## src/rtl/ascii_graymap_parser_assert.svh

```systemverilog
// ---------------------------------------------------------------------------
// Assertion macros for the graymap parser
// Shared wrappers around concurrent assertions; clock and reset are the
// signals named clock and reset in the module that uses them.
// ---------------------------------------------------------------------------
`ifndef ASCII_GRAYMAP_PARSER_ASSERT_SVH
`define ASCII_GRAYMAP_PARSER_ASSERT_SVH

// The consequent must hold in the same cycle as the antecedent.
`define AGP_CHECK_NOW(name, ante, cons) \
   name: assert property (@(posedge clock) disable iff (reset) (ante) |-> (cons)) \
      else $error("graymap parser check failed");

// The consequent must hold in the cycle after the antecedent.
`define AGP_CHECK_NEXT(name, ante, cons) \
   name: assert property (@(posedge clock) disable iff (reset) (ante) |=> (cons)) \
      else $error("graymap parser check failed");

`endif

```

## src/rtl/agp_pkg.sv

```systemverilog
// ---------------------------------------------------------------------------
// Graymap parser package
// Types, character codes and limits shared by the parser modules.
// ---------------------------------------------------------------------------
package agp_pkg;

   localparam int DEF_MAX_WIDTH  = 4096;
   localparam int DEF_MAX_HEIGHT = 4096;
   localparam int QUEUE_DEPTH    = 4;

   // Number magnitudes saturate one above the largest 16-bit value.
   localparam logic [16:0] NUM_SAT       = 17'd65536;
   // A size token carrying a minus sign is stored as this marker.
   localparam logic [16:0] SIZE_NEGATIVE = 17'h1FFFF;

   localparam logic [7:0] CH_P     = 8'h50;
   localparam logic [7:0] CH_TWO   = 8'h32;
   localparam logic [7:0] CH_HASH  = 8'h23;
   localparam logic [7:0] CH_LF    = 8'h0A;
   localparam logic [7:0] CH_TAB   = 8'h09;
   localparam logic [7:0] CH_CR    = 8'h0D;
   localparam logic [7:0] CH_SPACE = 8'h20;
   localparam logic [7:0] CH_PLUS  = 8'h2B;
   localparam logic [7:0] CH_MINUS = 8'h2D;
   localparam logic [7:0] CH_ZERO  = 8'h30;
   localparam logic [7:0] CH_NINE  = 8'h39;

   typedef enum logic [2:0] {
      PH_MAGIC,
      PH_WIDTH,
      PH_HEIGHT,
      PH_MAX,
      PH_PIXELS,
      PH_IDLE
   } phase_type;

   typedef enum logic [1:0] {
      KIND_HEADER = 2'd0,
      KIND_PIXEL  = 2'd1,
      KIND_ERROR  = 2'd2
   } kind_type;

   typedef enum logic [2:0] {
      ERR_BAD_MAGIC   = 3'd0,
      ERR_TRUNCATED   = 3'd1,
      ERR_BAD_MAXIMUM = 3'd2,
      ERR_ZERO_SIZE   = 3'd3,
      ERR_BAD_PIXEL   = 3'd4,
      ERR_TOO_FEW     = 3'd5,
      ERR_OVERSIZE    = 3'd6
   } error_type;

   typedef struct packed {
      kind_type    kind;
      logic [15:0] value;
      logic [12:0] image_width;
      logic [12:0] image_height;
      logic [11:0] row;
      logic [11:0] column;
      error_type   error_code;
      logic        end_of_image;
   } result_type;

   // Up to two results produced by one byte, packed from the first slot.
   typedef struct packed {
      logic [1:0] count;
      result_type first;
      result_type second;
   } push_type;

endpackage

```

## src/rtl/ascii_graymap_parser.sv

```systemverilog
// ---------------------------------------------------------------------------
// Plain-text graymap parser
// Parses a P2 graymap byte stream into a header result, pixel results and
// error results.
// ---------------------------------------------------------------------------
// Usage:
// The req channel carries one file byte per transaction, with req_last_byte
// set on the final byte of the file. The rsp channel carries results: one
// header, then one per pixel in raster order with its row and column, or a
// single error with its code. A byte yields zero, one or two results.
// The first result of a byte is offered once the byte has passed the input
// register and been written into the result queue.
// One byte is accepted every cycle while req_stall is low; the rate is set
// by the single register-to-register parsing step and by the result channel
// draining one result per cycle while rsp_stall is low. A byte with two
// results sends both through a four-entry result queue that absorbs that burst.
// When the receiver stalls, the queue fills and req_stall rises once fewer
// than two entries are free; results are never dropped.
// Reset empties the queue and returns the parser to waiting for the magic
// token. The final byte of each file also returns the parser to that state.
// ---------------------------------------------------------------------------
module ascii_graymap_parser
   import agp_pkg::*;
#(
   parameter int MAX_WIDTH  = DEF_MAX_WIDTH,
   parameter int MAX_HEIGHT = DEF_MAX_HEIGHT
) (
   input  logic        clock,
   input  logic        reset,
   input  logic        req_valid,
   output logic        req_stall,
   input  logic [7:0]  req_byte_req,
   input  logic        req_last_byte,
   output logic        rsp_valid,
   input  logic        rsp_stall,
   output logic [1:0]  rsp_kind,
   output logic [15:0] rsp_value,
   output logic [12:0] rsp_image_width,
   output logic [12:0] rsp_image_height,
   output logic [11:0] rsp_row,
   output logic [11:0] rsp_column,
   output logic [2:0]  rsp_error_code,
   output logic        rsp_end_of_image
);

   push_type   push;
   logic       room;
   result_type head;

   agp_parse #(
      .MAX_WIDTH  (MAX_WIDTH),
      .MAX_HEIGHT (MAX_HEIGHT)
   ) u_parse (
      .clock         (clock),
      .reset         (reset),
      .req_valid     (req_valid),
      .req_stall     (req_stall),
      .req_byte_req  (req_byte_req),
      .req_last_byte (req_last_byte),
      .room          (room),
      .push          (push)
   );

   agp_queue u_queue (
      .clock     (clock),
      .reset     (reset),
      .push      (push),
      .room      (room),
      .rsp_valid (rsp_valid),
      .rsp_stall (rsp_stall),
      .head      (head)
   );

   assign rsp_kind         = head.kind;
   assign rsp_value        = head.value;
   assign rsp_image_width  = head.image_width;
   assign rsp_image_height = head.image_height;
   assign rsp_row          = head.row;
   assign rsp_column       = head.column;
   assign rsp_error_code   = head.error_code;
   assign rsp_end_of_image = head.end_of_image;

endmodule

```

## src/rtl/agp_parse.sv

```systemverilog
// ---------------------------------------------------------------------------
// Graymap parser core
// Registers one byte, then tokenizes and checks it combinationally against the
// header and pixel state, pushing up to two results to the queue.
// ---------------------------------------------------------------------------
module agp_parse
   import agp_pkg::*;
#(
   parameter int MAX_WIDTH  = DEF_MAX_WIDTH,
   parameter int MAX_HEIGHT = DEF_MAX_HEIGHT
) (
   input  logic       clock,
   input  logic       reset,
   input  logic       req_valid,
   output logic       req_stall,
   input  logic [7:0] req_byte_req,
   input  logic       req_last_byte,
   input  logic       room,
   output push_type   push
);

   localparam int          CW   = $clog2(MAX_WIDTH + 1);
   localparam int          RW   = $clog2(MAX_HEIGHT + 1);
   localparam logic [16:0] MaxW = 17'(MAX_WIDTH);
   localparam logic [16:0] MaxH = 17'(MAX_HEIGHT);

   logic          in_vld_ff, in_vld_in;
   logic [7:0]    byte_ff;
   logic          last_ff;
   logic          accept, proc;

   phase_type     phase_ff, phase_in;
   logic          in_tok_ff, in_tok_in;
   logic          in_cmt_ff, in_cmt_in;
   logic [1:0]    mp_ff, mp_in;
   logic [16:0]   num_ff, num_in;
   logic          neg_ff, neg_in;
   logic          de_ff, de_in;
   logic          ts_ff, ts_in;
   logic [16:0]   w_ff, w_in;
   logic [16:0]   h_ff, h_in;
   logic [15:0]   max_ff, max_in;
   logic [RW-1:0] row_ff, row_in;
   logic [CW-1:0] col_ff, col_in;

   logic          sp, is_digit, take, fin, negf;
   logic [20:0]   acc;
   logic [16:0]   size_v, col_inc, row_new;
   logic          wrap, last_px;
   logic [31:0]   row_ext, col_ext;
   logic          fin_emit;
   result_type    fin_res, end_res;
   logic          end_err;
   push_type      push_c;

   assign proc      = in_vld_ff && room;
   assign req_stall = in_vld_ff && !room;
   assign accept    = req_valid && !req_stall;
   assign in_vld_in = accept ? 1'b1 : (proc ? 1'b0 : in_vld_ff);

   assign sp       = (byte_ff == CH_SPACE) || (byte_ff >= CH_TAB && byte_ff <= CH_CR);
   assign is_digit = (byte_ff >= CH_ZERO) && (byte_ff <= CH_NINE);
   assign row_ext  = 32'(row_ff);
   assign col_ext  = 32'(col_ff);

   always_ff @(posedge clock) begin
      if (reset) begin
         in_vld_ff <= 1'b0;
      end else begin
         in_vld_ff <= in_vld_in;
      end
      if (accept) begin
         byte_ff <= req_byte_req;
         last_ff <= req_last_byte;
      end
   end

   always_ff @(posedge clock) begin
      if (reset) begin
         phase_ff  <= PH_MAGIC;
         in_tok_ff <= 1'b0;
         in_cmt_ff <= 1'b0;
         mp_ff     <= 2'd0;
         num_ff    <= 17'd0;
         neg_ff    <= 1'b0;
         de_ff     <= 1'b0;
         ts_ff     <= 1'b0;
         w_ff      <= 17'd0;
         h_ff      <= 17'd0;
         max_ff    <= 16'd0;
         row_ff    <= '0;
         col_ff    <= '0;
      end else if (proc) begin
         phase_ff  <= phase_in;
         in_tok_ff <= in_tok_in;
         in_cmt_ff <= in_cmt_in;
         mp_ff     <= mp_in;
         num_ff    <= num_in;
         neg_ff    <= neg_in;
         de_ff     <= de_in;
         ts_ff     <= ts_in;
         w_ff      <= w_in;
         h_ff      <= h_in;
         max_ff    <= max_in;
         row_ff    <= row_in;
         col_ff    <= col_in;
      end
   end

   always_comb begin
      phase_in  = phase_ff;
      in_tok_in = in_tok_ff;
      in_cmt_in = in_cmt_ff;
      mp_in     = mp_ff;
      num_in    = num_ff;
      neg_in    = neg_ff;
      de_in     = de_ff;
      ts_in     = ts_ff;
      w_in      = w_ff;
      h_in      = h_ff;
      max_in    = max_ff;
      row_in    = row_ff;
      col_in    = col_ff;
      take      = 1'b0;
      fin       = 1'b0;
      fin_emit  = 1'b0;
      end_err   = 1'b0;
      fin_res   = '0;
      end_res   = '0;
      acc       = '0;

      // Character classification: comment, token body or token start.
      if (phase_ff != PH_IDLE) begin
         if (in_cmt_ff) begin
            if (byte_ff == CH_LF) begin
               in_cmt_in = 1'b0;
            end
         end else if (in_tok_ff) begin
            if (sp) begin
               fin = 1'b1;
            end else begin
               take = 1'b1;
            end
         end else if (byte_ff == CH_HASH) begin
            in_cmt_in = 1'b1;
         end else if (!sp) begin
            in_tok_in = 1'b1;
            take      = 1'b1;
            mp_in     = 2'd0;
            num_in    = 17'd0;
            neg_in    = 1'b0;
            de_in     = 1'b0;
            ts_in     = 1'b0;
         end
      end

      if (take) begin
         if (mp_in == 2'd0 && byte_ff == CH_P) begin
            mp_in = 2'd1;
         end else if (mp_in == 2'd1 && byte_ff == CH_TWO) begin
            mp_in = 2'd2;
         end else begin
            mp_in = 2'd3;
         end
         if (!ts_in && (byte_ff == CH_PLUS || byte_ff == CH_MINUS)) begin
            ts_in  = 1'b1;
            neg_in = (byte_ff == CH_MINUS);
         end else begin
            ts_in = 1'b1;
            if (!de_in) begin
               if (is_digit) begin
                  acc    = (21'(num_in) << 3) + (21'(num_in) << 1)
                           + 21'(byte_ff[3:0]);
                  num_in = (acc > 21'(NUM_SAT)) ? NUM_SAT : acc[16:0];
               end else begin
                  de_in = 1'b1;
               end
            end
         end
      end

      // The final byte closes any token still open.
      if (last_ff && phase_ff != PH_IDLE && in_tok_in) begin
         fin = 1'b1;
      end

      negf    = neg_in && (num_in != 17'd0);
      size_v  = negf ? SIZE_NEGATIVE : num_in;
      col_inc = 17'(col_ff) + 17'd1;
      wrap    = col_inc >= w_ff;
      row_new = wrap ? (17'(row_ff) + 17'd1) : 17'(row_ff);
      last_px = row_new >= h_ff;

      if (fin) begin
         in_tok_in = 1'b0;
         case (phase_ff)
            PH_MAGIC: begin
               if (mp_in != 2'd2) begin
                  fin_emit           = 1'b1;
                  fin_res.kind       = KIND_ERROR;
                  fin_res.error_code = ERR_BAD_MAGIC;
                  phase_in           = PH_IDLE;
               end else begin
                  phase_in = PH_WIDTH;
               end
            end
            PH_WIDTH: begin
               w_in     = size_v;
               phase_in = PH_HEIGHT;
            end
            PH_HEIGHT: begin
               h_in     = size_v;
               phase_in = PH_MAX;
            end
            PH_MAX: begin
               fin_emit = 1'b1;
               if (negf || num_in == 17'd0 || num_in[16]) begin
                  fin_res.kind       = KIND_ERROR;
                  fin_res.error_code = ERR_BAD_MAXIMUM;
                  phase_in           = PH_IDLE;
               end else if (w_ff == 17'd0 || h_ff == 17'd0) begin
                  fin_res.kind       = KIND_ERROR;
                  fin_res.error_code = ERR_ZERO_SIZE;
                  phase_in           = PH_IDLE;
               end else if (w_ff > MaxW || h_ff > MaxH) begin
                  fin_res.kind       = KIND_ERROR;
                  fin_res.error_code = ERR_OVERSIZE;
                  phase_in           = PH_IDLE;
               end else begin
                  max_in               = num_in[15:0];
                  row_in               = '0;
                  col_in               = '0;
                  fin_res.kind         = KIND_HEADER;
                  fin_res.value        = num_in[15:0];
                  fin_res.image_width  = w_ff[12:0];
                  fin_res.image_height = h_ff[12:0];
                  phase_in             = PH_PIXELS;
               end
            end
            PH_PIXELS: begin
               fin_emit = 1'b1;
               if (negf || num_in > {1'b0, max_ff}) begin
                  fin_res.kind       = KIND_ERROR;
                  fin_res.error_code = ERR_BAD_PIXEL;
                  phase_in           = PH_IDLE;
               end else begin
                  col_in               = wrap ? '0 : col_inc[CW-1:0];
                  row_in               = row_new[RW-1:0];
                  fin_res.kind         = KIND_PIXEL;
                  fin_res.value        = num_in[15:0];
                  fin_res.image_width  = w_ff[12:0];
                  fin_res.image_height = h_ff[12:0];
                  fin_res.row          = row_ext[11:0];
                  fin_res.column       = col_ext[11:0];
                  fin_res.end_of_image = last_px;
                  if (last_px) begin
                     phase_in = PH_IDLE;
                  end
               end
            end
            default: begin
            end
         endcase
      end

      // End of file: report an unfinished image, then return to reset state.
      if (last_ff) begin
         end_res.kind = KIND_ERROR;
         case (phase_in)
            PH_MAGIC: begin
               end_err            = 1'b1;
               end_res.error_code = ERR_BAD_MAGIC;
            end
            PH_WIDTH, PH_HEIGHT, PH_MAX: begin
               end_err            = 1'b1;
               end_res.error_code = ERR_TRUNCATED;
            end
            PH_PIXELS: begin
               end_err            = 1'b1;
               end_res.error_code = ERR_TOO_FEW;
            end
            default: begin
            end
         endcase
         phase_in  = PH_MAGIC;
         in_tok_in = 1'b0;
         in_cmt_in = 1'b0;
         mp_in     = 2'd0;
         num_in    = 17'd0;
         neg_in    = 1'b0;
         de_in     = 1'b0;
         ts_in     = 1'b0;
         w_in      = 17'd0;
         h_in      = 17'd0;
         max_in    = 16'd0;
         row_in    = '0;
         col_in    = '0;
      end

      push_c        = '0;
      push_c.first  = fin_emit ? fin_res : end_res;
      push_c.second = end_res;
      if (proc) begin
         push_c.count = 2'(fin_emit) + 2'(end_err);
      end
   end

   assign push = push_c;

   `include "ascii_graymap_parser_assert.svh"

   `AGP_CHECK_NOW(p_idle_quiet, proc && phase_ff == PH_IDLE && !last_ff, push.count == 2'd0)
   `AGP_CHECK_NEXT(p_last_resets, proc && last_ff, phase_ff == PH_MAGIC && !in_tok_ff && !in_cmt_ff)
   `AGP_CHECK_NOW(p_second_is_error, push.count == 2'd2, push.second.kind == KIND_ERROR)

endmodule

```

## src/rtl/agp_queue.sv

```systemverilog
// ---------------------------------------------------------------------------
// Graymap parser result queue
// Small register queue that takes up to two results per cycle and hands
// one per cycle to the result channel while rsp_stall is low.
// ---------------------------------------------------------------------------
module agp_queue
   import agp_pkg::*;
(
   input  logic       clock,
   input  logic       reset,
   input  push_type   push,
   output logic       room,
   output logic       rsp_valid,
   input  logic       rsp_stall,
   output result_type head
);

   localparam int PW = $clog2(QUEUE_DEPTH);
   localparam int CW = $clog2(QUEUE_DEPTH + 1);

   result_type    mem_ff [QUEUE_DEPTH];
   logic [PW-1:0] wp_ff, wp_in;
   logic [PW-1:0] rp_ff, rp_in;
   logic [CW-1:0] cnt_ff, cnt_in;
   logic          pop;

   assign pop       = (cnt_ff != '0) && !rsp_stall;
   assign rsp_valid = (cnt_ff != '0);
   assign head      = mem_ff[rp_ff];
   // Room means a full two-result transaction can still be stored.
   assign room      = cnt_ff <= CW'(QUEUE_DEPTH - 2);

   assign wp_in  = wp_ff + PW'(push.count);
   assign rp_in  = rp_ff + PW'(pop);
   assign cnt_in = cnt_ff + CW'(push.count) - CW'(pop);

   always_ff @(posedge clock) begin
      if (reset) begin
         wp_ff  <= '0;
         rp_ff  <= '0;
         cnt_ff <= '0;
      end else begin
         wp_ff  <= wp_in;
         rp_ff  <= rp_in;
         cnt_ff <= cnt_in;
      end
   end

   always_ff @(posedge clock) begin
      if (push.count != 2'd0) begin
         mem_ff[wp_ff] <= push.first;
      end
      if (push.count == 2'd2) begin
         mem_ff[wp_ff + PW'(1)] <= push.second;
      end
   end

   `include "ascii_graymap_parser_assert.svh"

   `AGP_CHECK_NOW(q_no_overflow, push.count != 2'd0, cnt_ff <= CW'(QUEUE_DEPTH - 2))
   `AGP_CHECK_NEXT(q_pop_drains, pop && push.count == 2'd0, cnt_ff == $past(cnt_ff) - CW'(1))

endmodule
```

## config.mk

```make
export PLATFORM = sky130hd
export DESIGN_NAME = ascii_graymap_parser
export DESIGN_NICKNAME = d
export VERILOG_FILES = /design/src/rtl/agp_pkg.sv /design/src/rtl/ascii_graymap_parser.sv /design/src/rtl/agp_parse.sv /design/src/rtl/agp_queue.sv
export VERILOG_INCLUDE_DIRS = /design/src /design/src/rtl
export SDC_FILE = /design/constraint.sdc
export NUM_CORES = 1
export LEC_CHECK = 0
export BUFFER_PORTS_ARGS = -buffer_cell sky130_fd_sc_hd__clkbuf_2
export CAP_MARGIN = 20
export CORE_UTILIZATION = 35
export CTS_CLUSTER_DIAMETER = 100
export DETAILED_ROUTE_END_ITERATION = 10
export MAX_ROUTING_LAYER = met4
export SLEW_MARGIN = 30
export SYNTH_ARGS = -nofsm -noshare
export SYNTH_HDL_FRONTEND = slang
export SYNTH_SLANG_ARGS = --single-unit
```

## constraint.sdc

```tcl
create_clock -name clock -period 13.44 [get_ports clock]
set_input_delay 2.688 -clock clock [delete_from_list [all_inputs] [get_ports clock]]
set_output_delay 2.688 -clock clock [all_outputs]
set_load 0.05 [all_outputs]
```

==> flow_summary.toml <==
[routing]
dr_total_vias = 15870
routed_via_density = 5.587
first_pass_iters = 5
wl_per_cell_um = 19.21
drtIter0Drc = 1300
wl_mm = 54.56
postRouteAntennaNets = 0
drc = 0

[critical_path]
crit_slowest_cell = "buf_4"
r2r_end = "u_queue.mem_ff[0][59]"
crit_top_cell = "nand2_1"
worst-path-max-fanout = 65
critical_path_class = "flop to flop"
crit_path_start_kind = "flop"
arrival_ps = 11800
end_kind = "flop"
reg2reg_from = "u_parse.byte_ff[2]"
slowest_delay_ps = 710
cp.required_ps = 13940
rrSetupSlack_ps = 2140
startpoint = "u_parse.byte_ff[2]"
r2r_cells = 37

[clocking]
cts_root_buf = "clkbuf_16"
cts.clk_slew.worst_paths_ps = 60
cts_hold_buf = 0
cts_setup_buffers = 0
cts_tree = "built"
cts_buffers = 46
cts.sinks = 408
clock_latency_ps = 580
post_cts_resized = 0
cts.path.max_buffers = 3
cts_max_level = 2

[flow_run]
drv_cap = 0

[global_route]
grtUsageTotal_pct = 19.81
grt_pass1_wl_mm = 86.57
overflow = 0
grt_pass1_vias = 15730
antenna_found_initial = 0
grt_max_degree = 102

[sta]
hold_viol_final = 0
fin_crit_sh_pct = 84.05
slew_headroom_pct = 31.33
min_period_ps = 11300
max_freq_ghz = 0.08852
setup_viol = 0
tightest_slew_ps = 1030
rsz0062_at_grt = "false"
slew_viol_final = 0
fin_setup_tns_ps = 0
fin_skew_ps = 17.26

[logic_synthesis]
synth_edf_count = 21
syn_area_sq_um = 19480
ys_seq_area_share_pct = 43.00
synth_area_leader_cell = "dfxtp_1"
synthCells = 2058
syn-num-nets = 2159
ys.flop_type = "dfxtp_1"
ys_types = 85
synth.avg_cell_area_sq_um = 9.467
synth_area_leaders = "dfxtp_1 (40%), mux4_2 (8.3%), ha_1 (5.5%)"
yosysTopAreaCellShare_pct = 39.77
synthArstFlopShare_pct = 0
yosys_warnings = 0
ys_ff_latch = 408

[final_layout]
num-nets-final = 2159
syn_to_final_growth_pct = 13.11
stdcell_area_sq_um = 22040
seq_area_sq_um = 8386
fillers = 5467
insertedDiodeCount = 0
drive_above_1_share_pct = 14.15
multiInputGateArea_sq_um = 10230

[hold_path]
holdPathEnd = "u_queue.mem_ff[2][59]"
min-delay-start = "u_queue.mem_ff[2][59]"
min_path_cells = 2
hold_class = "flop to flop"

[pwr]
power_density_nw_per_um2 = 134.5
vdd_drop_max_v = 0.00008566
pwr-share-comb_pct = 13.8
pwr-share-clk_pct = 42.5
seqPwrFrac_pct = 43.7
switchingPower_mw = 0.8293
swShare_pct = 27.99
p_int_mw = 2.134
p_total_mw = 2.963
total_leakage_power_nw = 8.296

[die]
initial_core_util_pct = 35.36
dieWidth_um = 237.9
fp.coreArea_sq_um = 55090
dieArea_sq_um = 56610
die_h_um = 237.9
boundaryPins = 87
rows = 86

[placed_design]
gp_congestion = 0.8890
place_area_sq_um = 20460
dpl.hpwl_mm = 36.02
port_buffers = 86

[outcome]
outcome = "completed"
==> state kept, by name, indices dropped and copies added (netlist names), 2 cells and up <==
name	flops
u_parse.h_ff	17
u_parse.w_ff	17
u_queue.rp_ff	2
u_parse.phase_ff	3
u_queue.mem_ff	288
u_parse.max_ff	16
u_parse.num_ff	17
u_parse.byte_ff	8
u_parse.col_ff	13
u_parse.mp_ff	2
u_queue.cnt_ff	3
u_parse.row_ff	13
u_queue.wp_ff	2
==> kinds of logic after synthesis <==
kind of cell             Yosys count  share of synthesized area, %
AO/OA/AOI/OAI                    597                         21.01
multiplexers                      81                         8.818
flip-flops                       408                         43.00
buffers and inverters            242                         4.900
adder cells (fa/ha/maj)           88                         5.767
XOR/XNOR                          40                         1.798
AND/OR/NAND/NOR                  602                         14.70
==> placed cells by master (no fill, tap or decap), drive strengths merged, types with 21 or more instances in the layout <==
cell type,instances
nand2,235
and3,21
inv,90
dfxtp,387
nor3,37
nand3,31
mux4,72
and2,22
o21ai,220
a22o,22
ha,85
edfxtp,21
nor2,140
a21o,23
a32o,96
a21oi,79
xor2,22
clkbuf,152
a211oi,45
==> final cells by class <==
cell class                      count  area share [%]
Multi-Input combinational cell   1408           46.44
Clock buffer                       66           6.155
Inverter                           88           1.499
Timing Repair Buffer              106           2.742
Clock inverter                     16          0.8630
Tap cell                          748           4.247
Sequential cell                   408           38.05
==> critical path, delay by kind of cell (launching register included) <==
family          cells  cell delay (ps)
fa+ha+maj           4             1690
simple gates       14             3310
flops               1              500
buf+inv             4             1220
compound gates     15             4320
==> how the worst max path moves through the flow <==
stage | to
CTS | u_queue.mem_ff[1][71]
floorplan | u_queue.mem_ff[0][1]
detailed placement | u_queue.mem_ff[1][71]
global route | u_queue.mem_ff[0][46]
global placement | u_queue.mem_ff[1][1]
finish | u_queue.mem_ff[0][59]
==> routing by layer <==
metal | GRT usage, % | part of all wire (%)
met3 | 2.800 | 4.8
met5 | - | 0
met4 | 6.999 | 2.9
met2 | 32.53 | 48
met1 | 24.84 | 44
==> synth_stat cells, types with 23 or more instances <==
| master | number |
|---|---|
| a21oi_1 | 76 |
| a21o_1 | 23 |
| a211oi_1 | 45 |
| nor3_1 | 34 |
| a32o_1 | 96 |
| mux4_2 | 72 |
| clkbuf_1 | 113 |
| nand3_1 | 31 |
| buf_1 | 24 |
| o21ai_1 | 85 |
| nor2_1 | 140 |
| o21ai_0 | 135 |
| nand2_1 | 235 |
| dfxtp_1 | 387 |
| inv_1 | 87 |
| ha_1 | 85 |
==> power groups by stage <==
| stage | registers, mW | logic, mW | clock network (mW) |
|---|---|---|---|
| after global routing | 1.30 | 0.447 | 1.33 |
| after global placement | 1.32 | 0.404 | 0 |
| after floorplan | 1.28 | 0.333 | 0 |
| after CTS | 1.30 | 0.413 | 1.29 |
| final | 1.29 | 0.409 | 1.26 |
| after detailed placement | 1.32 | 0.411 | 0 |
==> per-stage QoR <==
step	utilization, %	setup WS, ps	cells	hold slack [ps]
after floorplan	-	4509	2058	419.8
after detailed placement	37.13	2121	2757	438.2
after global routing	40.00	1225	2840	464.2
final	40.00	2143	2840	447.2
after global placement	37.09	2537	2757	427.8
after CTS	39.94	2099	2839	446.3
Power figures use the tool's default switching activity.
